File: config.mk
export PLATFORM = sky130hd
export DESIGN_NAME = motor_coastdown_sweep_sequencer_unit
export DESIGN_NICKNAME = d
export VERILOG_FILES = /design/src/sv/mcss_pkg.sv /design/src/sv/motor_coastdown_sweep_sequencer_unit.sv
export VERILOG_INCLUDE_DIRS = /design/src /design/src/sv
export SDC_FILE = /design/constraint.sdc
export NUM_CORES = 1
export LEC_CHECK = 0
export ABC_AREA = 0
export BUFFER_PORTS_ARGS = -buffer_cell sky130_fd_sc_hd__buf_4
export CAP_MARGIN = 0
export CELL_PAD_IN_SITES_DETAIL_PLACEMENT = 1
export CELL_PAD_IN_SITES_GLOBAL_PLACEMENT = 2
export CORE_MARGIN = 2
export CORE_UTILIZATION = 44
export CTS_BUF_LIST = sky130_fd_sc_hd__clkbuf_4 sky130_fd_sc_hd__clkbuf_8
export DETAILED_ROUTE_END_ITERATION = 12
export PLACE_DENSITY = 0.95
export SLEW_MARGIN = 20
export SYNTH_ARGS = -nofsm -noshare
export SYNTH_HDL_FRONTEND = slang
export SYNTH_SLANG_ARGS = --single-unit
File: constraint.sdc
create_clock -name clk -period 19.8 [get_ports clk]
set_clock_uncertainty 0.1 [all_clocks]
set_input_delay 3.96 -clock clk [delete_from_list [all_inputs] [get_ports clk]]
set_output_delay 3.96 -clock clk [all_outputs]
set_load 0.005 [all_outputs]
File: src/sv/assert_macros.svh
// ---------------------------------------------------------------------------
// assertion macros shared by the rtl
// ---------------------------------------------------------------------------
`ifndef ASSERT_MACROS_SVH
`define ASSERT_MACROS_SVH

// condition must hold at every clock edge outside reset
`define ASSERT_ALWAYS(label, clk, rst_n, cond, msg) \
    label: assert property (@(posedge clk) disable iff (!rst_n) (cond)) \
        else $error(msg);

// antecedent at one edge implies consequent at the next edge
`define ASSERT_NEXT(label, clk, rst_n, pre, post, msg) \
    label: assert property (@(posedge clk) disable iff (!rst_n) (pre) |=> (post)) \
        else $error(msg);

`endif

File: src/sv/mcss_pkg.sv
`timescale 1ns / 1ps
// ---------------------------------------------------------------------------
// mcss_pkg
// types and constants of the coast-down calibration sweep sequencer
// ---------------------------------------------------------------------------
package mcss_pkg;

    localparam int CFG_INDEX_W = 3;
    localparam int CFG_DATA_W  = 16;

    // configuration register indexes
    localparam logic [CFG_INDEX_W-1:0] CFG_PULSE_TICKS   = 3'd0;
    localparam logic [CFG_INDEX_W-1:0] CFG_TIMEOUT_TICKS = 3'd1;
    localparam logic [CFG_INDEX_W-1:0] CFG_STOP_SPEED    = 3'd2;
    localparam logic [CFG_INDEX_W-1:0] CFG_STILL_SPEED   = 3'd3;
    localparam logic [CFG_INDEX_W-1:0] CFG_FRICTION_STEP = 3'd4;
    localparam logic [CFG_INDEX_W-1:0] CFG_POWER_STEP    = 3'd5;

    // configuration reset values
    localparam logic [15:0] PULSE_TICKS_RST   = 16'd1000;
    localparam logic [15:0] TIMEOUT_TICKS_RST = 16'd5000;
    localparam logic [15:0] STOP_SPEED_RST    = 16'd655;
    localparam logic [15:0] STILL_SPEED_RST   = 16'd66;
    localparam logic [11:0] FRICTION_STEP_RST = 12'd200;
    localparam logic [9:0]  POWER_STEP_RST    = 10'd250;

    // grid limits in thousandths
    localparam logic signed [12:0] FRICTION_LOW  = -13'sd2000;
    localparam logic signed [13:0] FRICTION_HIGH = 14'sd2000;
    localparam logic [9:0]         POWER_FIRST   = 10'd250;
    localparam logic [10:0]        POWER_HIGH    = 11'd1000;
    localparam logic [9:0]         SAFE_POWER    = 10'd250;

    localparam logic               OP_TICK  = 1'b0;
    localparam logic               OP_START = 1'b1;

    typedef struct packed {
        logic               op;
        logic signed [31:0] speed;
    } tick_item_t;

    typedef struct packed {
        logic               active;
        logic               drive_on;
        logic signed [11:0] friction_factor;
        logic [9:0]         power_factor;
        logic               coasting;
        logic               report_valid;
        logic [15:0]        coast_ticks;
        logic signed [31:0] coast_start_speed;
        logic signed [31:0] peak_speed;
        logic               sweep_done;
    } result_item_t;

endpackage

File: src/sv/motor_coastdown_sweep_sequencer_unit.sv
`timescale 1ns / 1ps
// ---------------------------------------------------------------------------
// motor_coastdown_sweep_sequencer_unit
// coast-down calibration sweep over a friction / power grid
// ---------------------------------------------------------------------------
// usage
//   tick channel (tick_valid / tick_stall / tick) carries one item per control
//   tick: op = start command, or a tick with the filtered Q16.16 speed
//   result channel (result_valid / result_stall / result) returns exactly one
//   item per accepted input item, in order, showing drive request, applied
//   factors, coast measurement and report / sweep-done flags
//   cfg port: cfg_wr_en writes cfg_data into register cfg_index; unused indexes
//   are ignored; the user must write only while the block is idle (unenforced)
// data path
//   an item taken into the input register passes the update logic and is
//   written into the result register once that register is free or being
//   emptied; one item per cycle sustained while result_stall stays low
//   the rate is set by the state update between the two registers
// stall behavior
//   a stalled result holds; the input register still fills, and tick_stall
//   rises only once both registers are full
// reset
//   rst_n clears the sweep state and returns the config registers to their
//   defaults; both channels come up empty
// ---------------------------------------------------------------------------
module motor_coastdown_sweep_sequencer_unit (
    input  logic                                clk,
    input  logic                                rst_n,
    input  logic                                tick_valid,
    output logic                                tick_stall,
    input  mcss_pkg::tick_item_t                tick,
    output logic                                result_valid,
    input  logic                                result_stall,
    output mcss_pkg::result_item_t              result,
    input  logic                                cfg_wr_en,
    input  logic [mcss_pkg::CFG_INDEX_W-1:0]    cfg_index,
    input  logic [mcss_pkg::CFG_DATA_W-1:0]     cfg_data
);
    import mcss_pkg::*;

    `include "assert_macros.svh"

    // configuration registers
    logic [15:0] pulse_ticks_reg;
    logic [15:0] timeout_ticks_reg;
    logic [15:0] stop_speed_reg;
    logic [15:0] still_speed_reg;
    logic [11:0] friction_step_reg;
    logic [9:0]  power_step_reg;

    // pipeline registers
    logic         s1_valid_reg, s1_valid_next;
    tick_item_t   s1_item_reg;
    logic         result_valid_reg, result_valid_next;
    result_item_t result_reg, result_next;

    // sweep state
    logic               running_reg, running_next;
    logic               pending_reg, pending_next;
    logic [15:0]        pulse_left_reg, pulse_left_next;
    logic               in_coast_reg, in_coast_next;
    logic [15:0]        coast_count_reg, coast_count_next;
    logic signed [31:0] coast_start_reg, coast_start_next;
    logic signed [31:0] speed_peak_reg, speed_peak_next;
    logic signed [12:0] grid_friction_reg, grid_friction_next;
    logic [9:0]         grid_power_reg, grid_power_next;
    logic signed [11:0] applied_friction_reg, applied_friction_next;
    logic [9:0]         applied_power_reg, applied_power_next;
    logic               torque_on_reg, torque_on_next;

    // handshake control
    logic advance;
    logic tick_accept;
    logic s1_fire;

    // result register free or being emptied this cycle
    assign advance     = !result_valid_reg || !result_stall;
    assign tick_stall  = s1_valid_reg && !advance;
    assign tick_accept = tick_valid && !tick_stall;
    assign s1_fire     = s1_valid_reg && advance;

    assign result_valid = result_valid_reg;
    assign result       = result_reg;

    always_comb
    begin
        if (tick_accept)
        begin
            s1_valid_next = 1'b1;
        end
        else if (s1_fire)
        begin
            s1_valid_next = 1'b0;
        end
        else
        begin
            s1_valid_next = s1_valid_reg;
        end
        result_valid_next = advance ? s1_valid_reg : result_valid_reg;
    end

    // per-item state update, in the order the sequencer rules apply
    always_comb
    begin
        logic [31:0]        spd_u;
        logic [31:0]        mag;
        logic signed [13:0] f_sum;
        logic [10:0]        p_sum;
        logic               report;
        logic               done;

        spd_u = s1_item_reg.speed;
        mag   = spd_u[31] ? (32'd0 - spd_u) : spd_u;
        f_sum = {grid_friction_reg[12], grid_friction_reg} + $signed({2'b00, friction_step_reg});
        p_sum = {1'b0, grid_power_reg} + {1'b0, power_step_reg};

        report                = 1'b0;
        done                  = 1'b0;
        running_next          = running_reg;
        pending_next          = pending_reg;
        pulse_left_next       = pulse_left_reg;
        in_coast_next         = in_coast_reg;
        coast_count_next      = coast_count_reg;
        coast_start_next      = coast_start_reg;
        speed_peak_next       = speed_peak_reg;
        grid_friction_next    = grid_friction_reg;
        grid_power_next       = grid_power_reg;
        applied_friction_next = applied_friction_reg;
        applied_power_next    = applied_power_reg;
        torque_on_next        = torque_on_reg;

        if (s1_item_reg.op == OP_START)
        begin
            // arm current grid point, grid position untouched
            running_next    = 1'b1;
            pending_next    = 1'b1;
            speed_peak_next = '0;
        end
        else if (!running_reg)
        begin
            torque_on_next = 1'b0;
        end
        else
        begin
            // first tick of a grid point: apply factors and start the pulse
            if (pending_reg)
            begin
                pending_next          = 1'b0;
                pulse_left_next       = pulse_ticks_reg;
                torque_on_next        = 1'b1;
                applied_friction_next = grid_friction_reg[11:0];
                applied_power_next    = grid_power_reg;
                in_coast_next         = 1'b0;
                coast_count_next      = '0;
                coast_start_next      = '0;
            end
            if (s1_item_reg.speed > speed_peak_next)
            begin
                speed_peak_next = s1_item_reg.speed;
            end
            // pulse over: release torque and start the coast measurement
            if (pulse_left_next == 16'd0 && !in_coast_next)
            begin
                torque_on_next   = 1'b0;
                coast_count_next = '0;
                coast_start_next = s1_item_reg.speed;
                in_coast_next    = 1'b1;
            end
            if (in_coast_next)
            begin
                if (coast_count_next != 16'hFFFF)
                begin
                    coast_count_next = coast_count_next + 16'd1;
                end
                if (mag < {16'd0, stop_speed_reg} || coast_count_next >= timeout_ticks_reg)
                begin
                    report                = 1'b1;
                    applied_friction_next = '0;
                    applied_power_next    = SAFE_POWER;
                    torque_on_next        = 1'b0;
                    // motor still: step to the next grid point
                    if (mag < {16'd0, still_speed_reg})
                    begin
                        if (f_sum > FRICTION_HIGH)
                        begin
                            grid_friction_next = FRICTION_LOW;
                            if (p_sum > POWER_HIGH)
                            begin
                                running_next    = 1'b0;
                                done            = 1'b1;
                                grid_power_next = POWER_FIRST;
                            end
                            else
                            begin
                                grid_power_next = p_sum[9:0];
                            end
                        end
                        else
                        begin
                            grid_friction_next = f_sum[12:0];
                        end
                        if (!done)
                        begin
                            pending_next    = 1'b1;
                            speed_peak_next = '0;
                        end
                    end
                end
            end
            if (pulse_left_next != 16'd0)
            begin
                pulse_left_next = pulse_left_next - 16'd1;
            end
        end

        result_next.active            = running_next;
        result_next.drive_on          = torque_on_next;
        result_next.friction_factor   = applied_friction_next;
        result_next.power_factor      = applied_power_next;
        result_next.coasting          = in_coast_next;
        result_next.report_valid      = report;
        result_next.coast_ticks       = coast_count_next;
        result_next.coast_start_speed = coast_start_next;
        result_next.peak_speed        = speed_peak_next;
        result_next.sweep_done        = done;
    end

    // configuration writes
    always_ff @(posedge clk or negedge rst_n)
    begin
        if (!rst_n)
        begin
            pulse_ticks_reg   <= PULSE_TICKS_RST;
            timeout_ticks_reg <= TIMEOUT_TICKS_RST;
            stop_speed_reg    <= STOP_SPEED_RST;
            still_speed_reg   <= STILL_SPEED_RST;
            friction_step_reg <= FRICTION_STEP_RST;
            power_step_reg    <= POWER_STEP_RST;
        end
        else if (cfg_wr_en)
        begin
            unique case (cfg_index)
                CFG_PULSE_TICKS:   pulse_ticks_reg   <= cfg_data;
                CFG_TIMEOUT_TICKS: timeout_ticks_reg <= cfg_data;
                CFG_STOP_SPEED:    stop_speed_reg    <= cfg_data;
                CFG_STILL_SPEED:   still_speed_reg   <= cfg_data;
                CFG_FRICTION_STEP: friction_step_reg <= cfg_data[11:0];
                CFG_POWER_STEP:    power_step_reg    <= cfg_data[9:0];
                default:           ;
            endcase
        end
    end

    // pipeline control
    always_ff @(posedge clk or negedge rst_n)
    begin
        if (!rst_n)
        begin
            s1_valid_reg     <= 1'b0;
            result_valid_reg <= 1'b0;
        end
        else
        begin
            s1_valid_reg     <= s1_valid_next;
            result_valid_reg <= result_valid_next;
        end
    end

    // payload registers
    always_ff @(posedge clk)
    begin
        if (tick_accept)
        begin
            s1_item_reg <= tick;
        end
        if (s1_fire)
        begin
            result_reg <= result_next;
        end
    end

    // sweep state, updated once per item leaving the input register
    always_ff @(posedge clk or negedge rst_n)
    begin
        if (!rst_n)
        begin
            running_reg          <= 1'b0;
            pending_reg          <= 1'b0;
            pulse_left_reg       <= '0;
            in_coast_reg         <= 1'b0;
            coast_count_reg      <= '0;
            coast_start_reg      <= '0;
            speed_peak_reg       <= '0;
            grid_friction_reg    <= FRICTION_LOW;
            grid_power_reg       <= POWER_FIRST;
            applied_friction_reg <= '0;
            applied_power_reg    <= SAFE_POWER;
            torque_on_reg        <= 1'b0;
        end
        else if (s1_fire)
        begin
            running_reg          <= running_next;
            pending_reg          <= pending_next;
            pulse_left_reg       <= pulse_left_next;
            in_coast_reg         <= in_coast_next;
            coast_count_reg      <= coast_count_next;
            coast_start_reg      <= coast_start_next;
            speed_peak_reg       <= speed_peak_next;
            grid_friction_reg    <= grid_friction_next;
            grid_power_reg       <= grid_power_next;
            applied_friction_reg <= applied_friction_next;
            applied_power_reg    <= applied_power_next;
            torque_on_reg        <= torque_on_next;
        end
    end

    // checks
    `ASSERT_ALWAYS(a_done_ends_sweep, clk, rst_n,
        !(result_valid_reg && result_reg.sweep_done && result_reg.active),
        "sweep_done reported while sweep still active")
    `ASSERT_ALWAYS(a_report_safe, clk, rst_n,
        !(result_valid_reg && result_reg.report_valid &&
          (result_reg.drive_on || result_reg.friction_factor != 12'sd0)),
        "report without safe factors and released torque")
    `ASSERT_ALWAYS(a_no_drive_in_coast, clk, rst_n,
        !(torque_on_reg && in_coast_reg),
        "torque requested during coast measurement")
    `ASSERT_ALWAYS(a_grid_in_range, clk, rst_n,
        grid_power_reg <= POWER_HIGH[9:0] && grid_power_reg >= POWER_FIRST &&
        grid_friction_reg <= 13'sd2000 && grid_friction_reg >= FRICTION_LOW,
        "grid position out of range")
    `ASSERT_NEXT(a_s1_holds, clk, rst_n,
        s1_valid_reg && !advance, s1_valid_reg,
        "input register dropped an item while blocked")

endmodule

==> results.cfg, run 1 <==
[clocking]
htreeDepth = 3
cts.sinks = 373
postCtsSetupBuffers = 0
cts_inserted_buffers = 68
clk_pin_slew_worst_paths_ns = 0.07
clock-root-buffer = clkbuf_8
cts_tree = built
clk_latency_ns = 0.65
cts_resized = 0
cts_buffer_depth = 3
hold_buffers = 0

[routing]
totalWireLength_um = 58600
vias_per_cell = 5.92
vias = 15600
ant_nets = 0
drt_iter0_markers = 1076
wl_per_cell_um = 22.3
drc = 0
first_pass_iters = 5

[yosys]
yosysTopAreaCell = dfrtp_1
synthFlopType = dfrtp_1
synth.top_cells.by_count = 189 x dfrtp_1, 157 x o21ai_0, 151 x nand2_1
yosys_warnings = 0
synth-simple-area-share = 0.115
syn_inst = 1843
syn-cell-area_mm2 = 0.0197
avgSynthCellArea_um2 = 10.7
synth-edff-count = 140
ys_seq_elements = 373
synthXorXnorAreaFrac = 0.0218
synth_top_area_frac = 0.240
yosysMostFrequentCell = dfrtp_1
synthAdderAreaFrac = 0.0680
synth_cell_types = 78
syn-num-nets = 2006
synth_top_family_by_area = compound AO/OA/AOI/OAI gates
ys_seq_area_frac = 0.512
synthTopCellsByArea = dfrtp_1 24%, edfxtp_1 21%, ha_1 6.6%
synth-compound-area-share = 0.195
async_reset_ff_frac = 0.625
synthMuxAreaShare = 0.0400

[worst_setup_path]
cp-endpoint = speed_peak_reg[15]$_DFFE_PN0P_
cp_data_arrival_time_ns = 9.02
critPathLaunchType = flop
reg2reg_slack_ns = 11.23
crit_path_max_fanout = 65
reg2reg_depth = 27
crit_start = pending_reg$_DFFE_PN0P_
r2r-start = pending_reg$_DFFE_PN0P_
r2r_end = speed_peak_reg[15]$_DFFE_PN0P_
worstSetupPathType = flop to flop
critPathRequiredTime_ns = 20.25
cp-end-kind = flop

[final_layout]
areaGrowthSynthToFinish_pct = 16.2
stdcell_count = 2632
drive_gt1_frac = 0.222
final_cell_area_mm2 = 0.0229
n_antenna_cell = 0
final_net_count = 2148
largest_register_ffs = 107

[global_route]
antenna_found_initial = 0
grt_usage = 0.254
grt_pass1_vias = 16700
grt_max_degree = 92
grt_pass1_wl_um = 92600
grt-ovfl-total = 0

[min_path]
hold_class = flop to flop

[timing]
tns_ns = 0
setup_ws_ns = 11.23
grt_setup_unrepaired = false
finalHoldViolations = 0
max_freq_ghz = 0.117
post-route-min-period_ns = 8.57
fin_crit_sh = 0.433
finalMaxSlewViolations = 0
tightest_slew_ns = 1.05
setup_viol = 0
slew_headroom = 0.295

[power]
powerDensity_mw_per_mm2 = 98.6
irDropWorstVdd_v = 0.0000650
p_total_mw = 2.26
p_leak_nw = 9.73

[run]
maxCapViolations = 0

[placement]
place_congestion = 0.858
hpwl_um = 40300
pre_cts_ws_ns = 11.37
placed_area_mm2 = 0.0215
place_inst = 2507
io_buffers = 165

[floorplanning]
dieArea_mm2 = 0.0465
ioPinCount = 166
start_util = 0.446
core_area_mm2 = 0.0442
fp.dieW_um = 216
die_h_um = 216
num_rows = 77

[run_status]
status = finished, final reports clean
## cells in the final DEF, fill, tap and decap left out, drive strengths merged, types with 7 or more instances in the layout
cell type | synthesis | layout
nand2b | 16 | 16
nor3 | 37 | 37
and2 | 14 | 14
nor2b | 8 | 8
nand3 | 29 | 29
edfxtp | 140 | 140
mux2 | 63 | 63
clkbuf | 100 | 105
nor4 | 16 | 16
xor2 | 19 | 19
o211ai | 17 | 17
a22oi | 12 | 12
dfstp | 44 | 44
o21ai | 158 | 158
a21o | 21 | 21
buf | 19 | 191
o31ai | 17 | 17
a21oi | 80 | 80
o2bb2ai | 32 | 32
xnor2 | 30 | 30
nor2 | 79 | 79
inv | 125 | 127
mux2i | 8 | 8
or3 | 11 | 11
dfrtp | 189 | 189
a211oi | 14 | 14
ha | 104 | 104
or4 | 7 | 7
nand4b | 9 | 9
a31oi | 11 | 11
nand4 | 17 | 17
and3 | 7 | 7
nor3b | 14 | 14
o22ai | 9 | 9
a22o | 128 | 128
nand2 | 151 | 151
clkinv | 1 | 14
## where the power goes
part	internal [mW]	leakage, nW	switching, mW
Combinational	0.203	4.66	0.272
Sequential	0.924	4.30	0.0868
Clock	0.437	0.769	0.335
Total	1.56	9.73	0.694
## worst min path at each step
stage	depth (start not counted)	slack [ns]	from	end
after floorplan	2	0.35	pulse_left_reg[0]$_DFFE_PN0P_	pulse_left_reg[0]$_DFFE_PN0P_
after global placement	2	0.37	pulse_left_reg[1]$_DFFE_PN0P_	pulse_left_reg[1]$_DFFE_PN0P_
after detailed placement	2	0.39	grid_friction_reg[4]$_DFFE_PN1P_	grid_friction_reg[4]$_DFFE_PN1P_
after CTS	2	0.40	grid_friction_reg[4]$_DFFE_PN1P_	grid_friction_reg[4]$_DFFE_PN1P_
after global routing	1	0.41	applied_power_reg[1]$_DFFE_PN1P_	applied_power_reg[1]$_DFFE_PN1P_
final	2	0.40	grid_friction_reg[4]$_DFFE_PN1P_	grid_friction_reg[4]$_DFFE_PN1P_
## cell type report
cell class | instances | area, µm²
fillers | 4763 | 21300
flip-flops and latches | 373 | 10100
multi-input cells | 1225 | 8730
clock inverters | 20 | 164
inverters | 126 | 473
well taps | 592 | 741
repair buffers | 191 | 1440
clock buffers | 105 | 1270
## layer usage
metal | wire length, µm | track usage | up-vias
li1 | - | - | 7096
met1 | 25300 | 0.326 | 7925
met2 | 28300 | 0.419 | 435
met3 | 3020 | 0.0543 | 138
met4 | 1930 | 0.0995 | 0
met5 | 0 | 0 | -
## kinds of logic (layout without fill, tap and decap cells)
family,after synthesis,after routing
compound gates,557,557
xor+xnor,49,49
fa+ha+maj,106,106
buf+inv,245,442
flops,373,373
mux,71,71
simple gates,442,442
## through the flow
stage	util	hold WS [ns]
after CTS	0.518	0.400
after global placement	0.486	0.367
final	0.518	0.395
after global routing	0.518	0.410
after floorplan	-	0.349
after detailed placement	0.486	0.391
## worst max-delay path, cell delays in order, from the launching register on
cell and delay (ns):
dfrtp_2 0.62, buf_4 0.58, mux2i_1 0.28, ha_1 0.26, o21ai_0 0.10, nor4_2 0.08
buf_4 0.22, a21oi_1 0.20, buf_4 0.24, and2_1 0.19, ha_1 0.23, and4b_1 0.34
and4_1 0.33, nand2_1 0.15, a2111oi_1 0.77, nand4b_1 0.30, nor2_1 0.09, xnor2_1 0.14
nor2_1 0.07, ha_1 0.29, and3_1 0.19, a2111oi_0 0.55, o21ai_0 0.36, o31ai_1 0.74
nor4_1 0.18, nor3_2 0.22, buf_4 0.39, a22o_1 0.21
(Power assumes the default switching activity.)
==> run 2, diff against run 1 <==
--- a/config.mk
+++ b/config.mk
@@ -6,16 +6,16 @@
 export SDC_FILE = /design/constraint.sdc
 export NUM_CORES = 1
 export LEC_CHECK = 0
-export ABC_AREA = 0
+export ABC_AREA = 1
 export BUFFER_PORTS_ARGS = -buffer_cell sky130_fd_sc_hd__buf_4
 export CAP_MARGIN = 0
 export CELL_PAD_IN_SITES_DETAIL_PLACEMENT = 1
 export CELL_PAD_IN_SITES_GLOBAL_PLACEMENT = 2
 export CORE_MARGIN = 2
-export CORE_UTILIZATION = 44
+export CORE_UTILIZATION = 34
 export CTS_BUF_LIST = sky130_fd_sc_hd__clkbuf_4 sky130_fd_sc_hd__clkbuf_8
 export DETAILED_ROUTE_END_ITERATION = 12
-export PLACE_DENSITY = 0.95
+export PLACE_DENSITY = 0.89
 export SLEW_MARGIN = 20
 export SYNTH_ARGS = -nofsm -noshare
 export SYNTH_HDL_FRONTEND = slang
==> constraint.sdc (replaced) <==
create_clock -name clk -period 7.5 [get_ports clk]
set_clock_uncertainty 0.1 [all_clocks]
set_input_delay 1.5 -clock clk [delete_from_list [all_inputs] [get_ports clk]]
set_output_delay 1.5 -clock clk [all_outputs]
set_load 0.005 [all_outputs]
==> run 2 against run 1 <==
Effect of this change: the flow now finishes with violations (design-rule violations); setup slack lost 10 ns; sequential share of layout area shrank 2.9 points; non-clock buffer count fell by 10; register-to-register slack worse by 10 ns; critical path depth unchanged; sequential power rose to 2.9 times the previous value; clock-buffer cell count rose by 5; maximum frequency grew 37%; first-iteration DRC count is 7.3% lower.
==> results.cfg, run 2 <==
[run_status]
status = finished with violations
violations = design-rule violations

[run]
maxCapViolations = 0

[final_layout]
final_common_cell = nand2_1
final_cell_mix = 786 x nand2_1, 283 x inv_1, 279 x o21ai_0
final_net_count = 2937
fin_util = 0.399
areaGrowthSynthToFinish_pct = 16.5
multi_input_area_mm2 = 0.00937
drive_gt1_frac = 0.149
regArea_mm2 = 0.0101
nFillCells = 7446
largest_register_ffs = 107
final_cell_area_mm2 = 0.0245
stdcell_count = 3626

[worst_setup_path]
cp_data_arrival_time_ns = 6.55
slowest_delay_ns = 0.62
worstSetupPathType = flop to flop
critPathLaunchType = flop
cp-end-kind = flop
crit_buf_inv = 5
path_delay_family = simple AND/OR/NAND/NOR gates
crit_path_max_fanout = 34
crit_slowest_cell = nand3_2
critPathRequiredTime_ns = 7.77

[placement]
place_congestion = 0.885
io_buffers = 165
place_inst = 3489
placed_area_mm2 = 0.0229
hpwl_um = 48000

[clocking]
cts_resized = 0
hold_buffers = 0
cts_inserted_buffers = 73
cts_tree = built
cts.sinks = 373
cts_buffer_depth = 3
clock-root-buffer = clkbuf_8
postCtsSetupBuffers = 0
clk_latency_ns = 0.67
htreeDepth = 3
clk_pin_slew_worst_paths_ns = 0.06

[timing]
fin_crit_sh = 0.837
post-route-min-period_ns = 6.28
finalMaxSlewViolations = 0
finalHoldViolations = 0
whs_ns = 0.372
max_freq_ghz = 0.159
slew_headroom = 0.288
tightest_slew_ns = 1.06
grt_setup_unrepaired = false
tns_ns = 0
setup_viol = 0

[routing]
ant_nets = 0
vias = 18400
vias_per_cell = 5.08
wl_per_cell_um = 18.7
drt_iter0_markers = 997
drc = 4
totalWireLength_um = 68000
first_pass_iters = 9

[yosys]
avgSynthCellArea_um2 = 8.03
syn-num-nets = 2786
ys_seq_elements = 373
synthTopCellsByArea = dfrtp_1 22%, edfxtp_1 20%, nand2_1 14%
synth.top_cells.by_count = 786 x nand2_1, 285 x inv_1, 279 x o21ai_0
synthFlopType = dfrtp_1
yosys_warnings = 0
synth-edff-count = 140
synth_top_area_frac = 0.225
async_reset_ff_frac = 0.625
syn-cell-area_mm2 = 0.0211
syn_inst = 2623
synth_cell_types = 48
ys_seq_area_frac = 0.479
yosysTopAreaCell = dfrtp_1
yosysMostFrequentCell = nand2_1

[floorplanning]
core_area_mm2 = 0.0615
ioPinCount = 166
die_h_um = 253
start_util = 0.342
num_rows = 91
dieArea_mm2 = 0.0639
fp.dieW_um = 253

[global_route]
grt_usage = 0.214
grt-ovfl-total = 0
antenna_found_initial = 2
grt_pass1_vias = 19400
grt_pass1_wl_um = 107000
grt_max_degree = 139

[min_path]
hold_class = flop to flop

[power]
powerDensity_mw_per_mm2 = 307
p_leak_nw = 11.6
seq_power_share = 0.391
irDropWorstVdd_v = 0.000128
p_sw_mw = 2.76
switching_share = 0.367
p_comb_frac = 0.312
power.internal_mw = 4.76
clkPwrFrac = 0.297
run 2: cell count changes after synthesis, sizes merged, moves of 20 or more:
cell | before | now
inv | 125 | 295
a21o | 21 | 1
nor2 | 79 | 227
nand3 | 29 | 154
o2bb2ai | 32 | 0
mux2 | 63 | 0
nand2 | 151 | 794
o21ai | 158 | 316
nor3 | 37 | 8
clkbuf | 100 | 70
xnor2 | 30 | 4
a22o | 128 | 0
run 2: cell type report:
type / count / share of cell area
timing repair buffer: 181 / 0.0562
sequential: 373 / 0.411
inverter: 296 / 0.0457
tap: 790 / 0.0403
clock buffer: 110 / 0.0541
multi-input combinational: 1849 / 0.382
antenna: 2 / 0.000204
clock inverter: 25 / 0.00990
run 2: worst min-delay path, stage by stage, from the launching register on:
cell     delay (ns)
dfstp_2        0.37
nand2_1        0.06
nand2_1        0.05
run 2: final timing paths:
path	slack, ns	cells after the start	start	end
max	1.22	27	pending_reg$_DFFE_PN0P_	result[2]$_DFFE_PP_
min	0.37	2	applied_power_reg[1]$_DFFE_PN1P_	applied_power_reg[1]$_DFFE_PN1P_
max reg2reg	1.22	27	pending_reg$_DFFE_PN0P_	result[2]$_DFFE_PP_
min reg2reg	0.37	2	applied_power_reg[1]$_DFFE_PN1P_	applied_power_reg[1]$_DFFE_PN1P_
max in group asynchronous	5.29	2	rst_n	speed_peak_reg[12]$_DFFE_PN0P_
min in group asynchronous	0.72	1	rst_n	friction_step_reg[8]$_DFFE_PN0P_
run 2: kinds of logic after synthesis:
kind of cell | synth area share
xor gates and xnor gates | 0.0170
and+or+nand+nor | 0.247
muxes | 0.00285
DFF | 0.479
buffers and inverters | 0.0767
AOI/OAI and AO/OA | 0.114
adders and majority gates | 0.0637
run 2: power groups by stage:
stage	clock network (mW)	logic (mW)	registers, mW
3_3_place_gp	0	2.23	2.95
5_1_grt	2.38	2.70	2.99
6_report	2.23	2.35	2.94
4_1_cts	2.29	2.37	2.94
2_1_floorplan	0	1.58	2.89
3_5_place_dp	0	2.35	2.97
run 2: metal layers:
| metal | global-route usage | vias to the layer above | wire length (µm) |
|---|---|---|---|
| met5 | 0 | - | 13 |
| met4 | 0.0757 | 2 | 1880 |
| met3 | 0.0371 | 112 | 2930 |
| met2 | 0.351 | 324 | 31800 |
| met1 | 0.283 | 9088 | 31400 |
| li1 | - | 8877 | - |
run 2: through the flow:
stage	setup slack, ns	power [mW]
final	1.22	7.52
after global routing	0.581	8.06
after CTS	1.18	7.61
after detailed placement	1.21	5.32
after global placement	1.43	5.18
after floorplan	1.91	4.46
==> run 3, diff against run 2 <==
--- a/config.mk
+++ b/config.mk
@@ -12,10 +12,10 @@
 export CELL_PAD_IN_SITES_DETAIL_PLACEMENT = 1
 export CELL_PAD_IN_SITES_GLOBAL_PLACEMENT = 2
 export CORE_MARGIN = 2
-export CORE_UTILIZATION = 34
+export CORE_UTILIZATION = 38
 export CTS_BUF_LIST = sky130_fd_sc_hd__clkbuf_4 sky130_fd_sc_hd__clkbuf_8
 export DETAILED_ROUTE_END_ITERATION = 12
-export PLACE_DENSITY = 0.89
+export PLACE_DENSITY = 0.93
 export SLEW_MARGIN = 20
 export SYNTH_ARGS = -nofsm -noshare
 export SYNTH_HDL_FRONTEND = slang
==> constraint.sdc (replaced) <==
create_clock -name clk -period 6.3 [get_ports clk]
set_clock_uncertainty 0.1 [all_clocks]
set_input_delay 1.26 -clock clk [delete_from_list [all_inputs] [get_ports clk]]
set_output_delay 1.26 -clock clk [all_outputs]
set_load 0.005 [all_outputs]
==> run 3 against run 2 <==
Effect of this change: non-clock buffer count rose by 2; largest cell class unchanged; sequential cell count is the same; sequential power increased by 19%; sequential share of layout area is 0.24 points higher; via count grew 1.5%; the flow now finishes without violations; global-route usage is 2.1 points higher; critical path type unchanged; register-to-register slack got worse by 0.49 ns.
==> results.cfg, run 3 (same netlist as run 2, synthesis figures left out) <==
[routing]
first_pass_iters = 5
wl_per_cell_um = 18.7
vias = 18700
drt_iter0_markers = 1098
ant_nets = 0
vias_per_cell = 5.22
drc = 0
totalWireLength_um = 66900

[clocking]
htreeDepth = 3
clock-root-buffer = clkbuf_8
clk_latency_ns = 0.65
postCtsSetupBuffers = 0
clk_pin_slew_worst_paths_ns = 0.06
cts_resized = 0
cts.sinks = 373
cts_inserted_buffers = 69
cts_buffer_depth = 3
cts_tree = built
hold_buffers = 0

[floorplanning]
ioPinCount = 166
core_area_mm2 = 0.0550
fp.dieW_um = 239
dieArea_mm2 = 0.0573
num_rows = 86
die_h_um = 239
start_util = 0.383

[timing]
setup_viol = 0
finalHoldViolations = 0
post-route-min-period_ns = 5.57
slew_headroom = 0.249
tightest_slew_ns = 1.13
grt_setup_unrepaired = false
fin_crit_sh = 0.884
finalMaxSlewViolations = 0
tns_ns = 0
max_freq_ghz = 0.180

[worst_setup_path]
crit_slowest_cell = buf_4
worstSetupPathType = flop to flop
crit_path_max_fanout = 65
crit_top_cell = nand2_1
critPathRequiredTime_ns = 6.64
cp_data_arrival_time_ns = 5.91
critPathLaunchType = flop
cp-end-kind = flop
slowest_delay_ns = 0.56

[final_layout]
areaGrowthSynthToFinish_pct = 15.8
largest_register_ffs = 107
final_cell_area_mm2 = 0.0244
drive_gt1_frac = 0.149
final_cell_mix = 786 x nand2_1, 283 x inv_1, 279 x o21ai_0
final_common_cell = nand2_1
n_antenna_cell = 0
final_net_count = 2935
fin_util = 0.443

[power]
clkPwrFrac = 0.282
power.internal_mw = 5.56
p_comb_frac = 0.320
p_leak_nw = 11.6
p_sw_mw = 3.24
powerDensity_mw_per_mm2 = 361
seq_power_share = 0.398
switching_share = 0.368
p_total_mw = 8.81
irDropWorstVdd_v = 0.000219

[run]
maxCapViolations = 0

[placement]
hpwl_um = 48000
io_buffers = 165
placed_area_mm2 = 0.0229
place_congestion = 0.879

[global_route]
antenna_found_initial = 2
grt_usage = 0.235
grt-ovfl-total = 0
grt_pass1_wl_um = 105000
grt_max_degree = 143
grt_pass1_vias = 19300

[min_path]
hold_class = flop to flop

[run_status]
status = finished, final reports clean
run 3: changes by cell type in the layout (fill, tap and decap cells not counted), moves of 2 or more:
cell / previous run / this run
clkinv_1: 6 / 2
bufinv_16: 4 / 1
clkbuf_4: 30 / 33
clkinv_2: 11 / 8
buf_4: 179 / 181
diode_2: 2 / 0
inv_8: 2 / 0
run 3: through the flow:
stage | std cells | hold slack (ns) | worst slack, ns
global route | 3577 | 0.395 | 0.106
global placement | 3449 | 0.356 | 0.968
finish | 3577 | 0.370 | 0.729
detailed placement | 3449 | 0.360 | 0.803
CTS | 3577 | 0.370 | 0.794
floorplan | 2623 | 0.346 | 0.947
run 3: path summary, 6_finish.rpt:
path,from,endpoint,slack [ns],depth (start not counted)
setup / recovery,pending_reg$_DFFE_PN0P_,result[15]$_DFFE_PP_,0.73,26
hold / removal,applied_power_reg[1]$_DFFE_PN1P_,applied_power_reg[1]$_DFFE_PN1P_,0.37,2
setup reg to reg,pending_reg$_DFFE_PN0P_,result[15]$_DFFE_PP_,0.73,26
hold reg to reg,applied_power_reg[1]$_DFFE_PN1P_,applied_power_reg[1]$_DFFE_PN1P_,0.37,2
max in group asynchronous,rst_n,speed_peak_reg[2]$_DFFE_PN0P_,4.18,2
min in group asynchronous,rst_n,applied_friction_reg[0]$_DFFE_PN0P_,0.55,1
run 3: power groups by stage:
stage / clock [mW] / sequential (mW) / combinational [mW]
final: 2.48 / 3.50 / 2.82
after floorplan: 0 / 3.44 / 1.88
after CTS: 2.55 / 3.50 / 2.84
after detailed placement: 0 / 3.54 / 2.82
after global routing: 2.65 / 3.55 / 3.23
after global placement: 0 / 3.51 / 2.66
run 3: metal layers:
metal	vias to the layer above	GRT usage	wire, µm
met1	9246	0.311	30300
met5	-	0	0
met3	128	0.0492	3490
li1	8860	-	-
met2	450	0.382	31100
met4	0	0.0807	2070
run 3: area by class of cell:
type                       count  area [µm²]
clock buffer                 114        1360
clock inverter                14         104
fill                        6657       30600
inverter                     296        1120
multi-input combinational   1849        9370
sequential                   373       10100
tap                          748         936
timing repair buffer         183        1390
run 3: critical path: cells and delay by family, from the launching register on:
family / cells / cell delay (ns)
simple gates: 12 / 1.91
compound gates: 8 / 1.22
buf+inv: 4 / 1.16
flops: 1 / 0.38
fa+ha+maj: 2 / 0.54
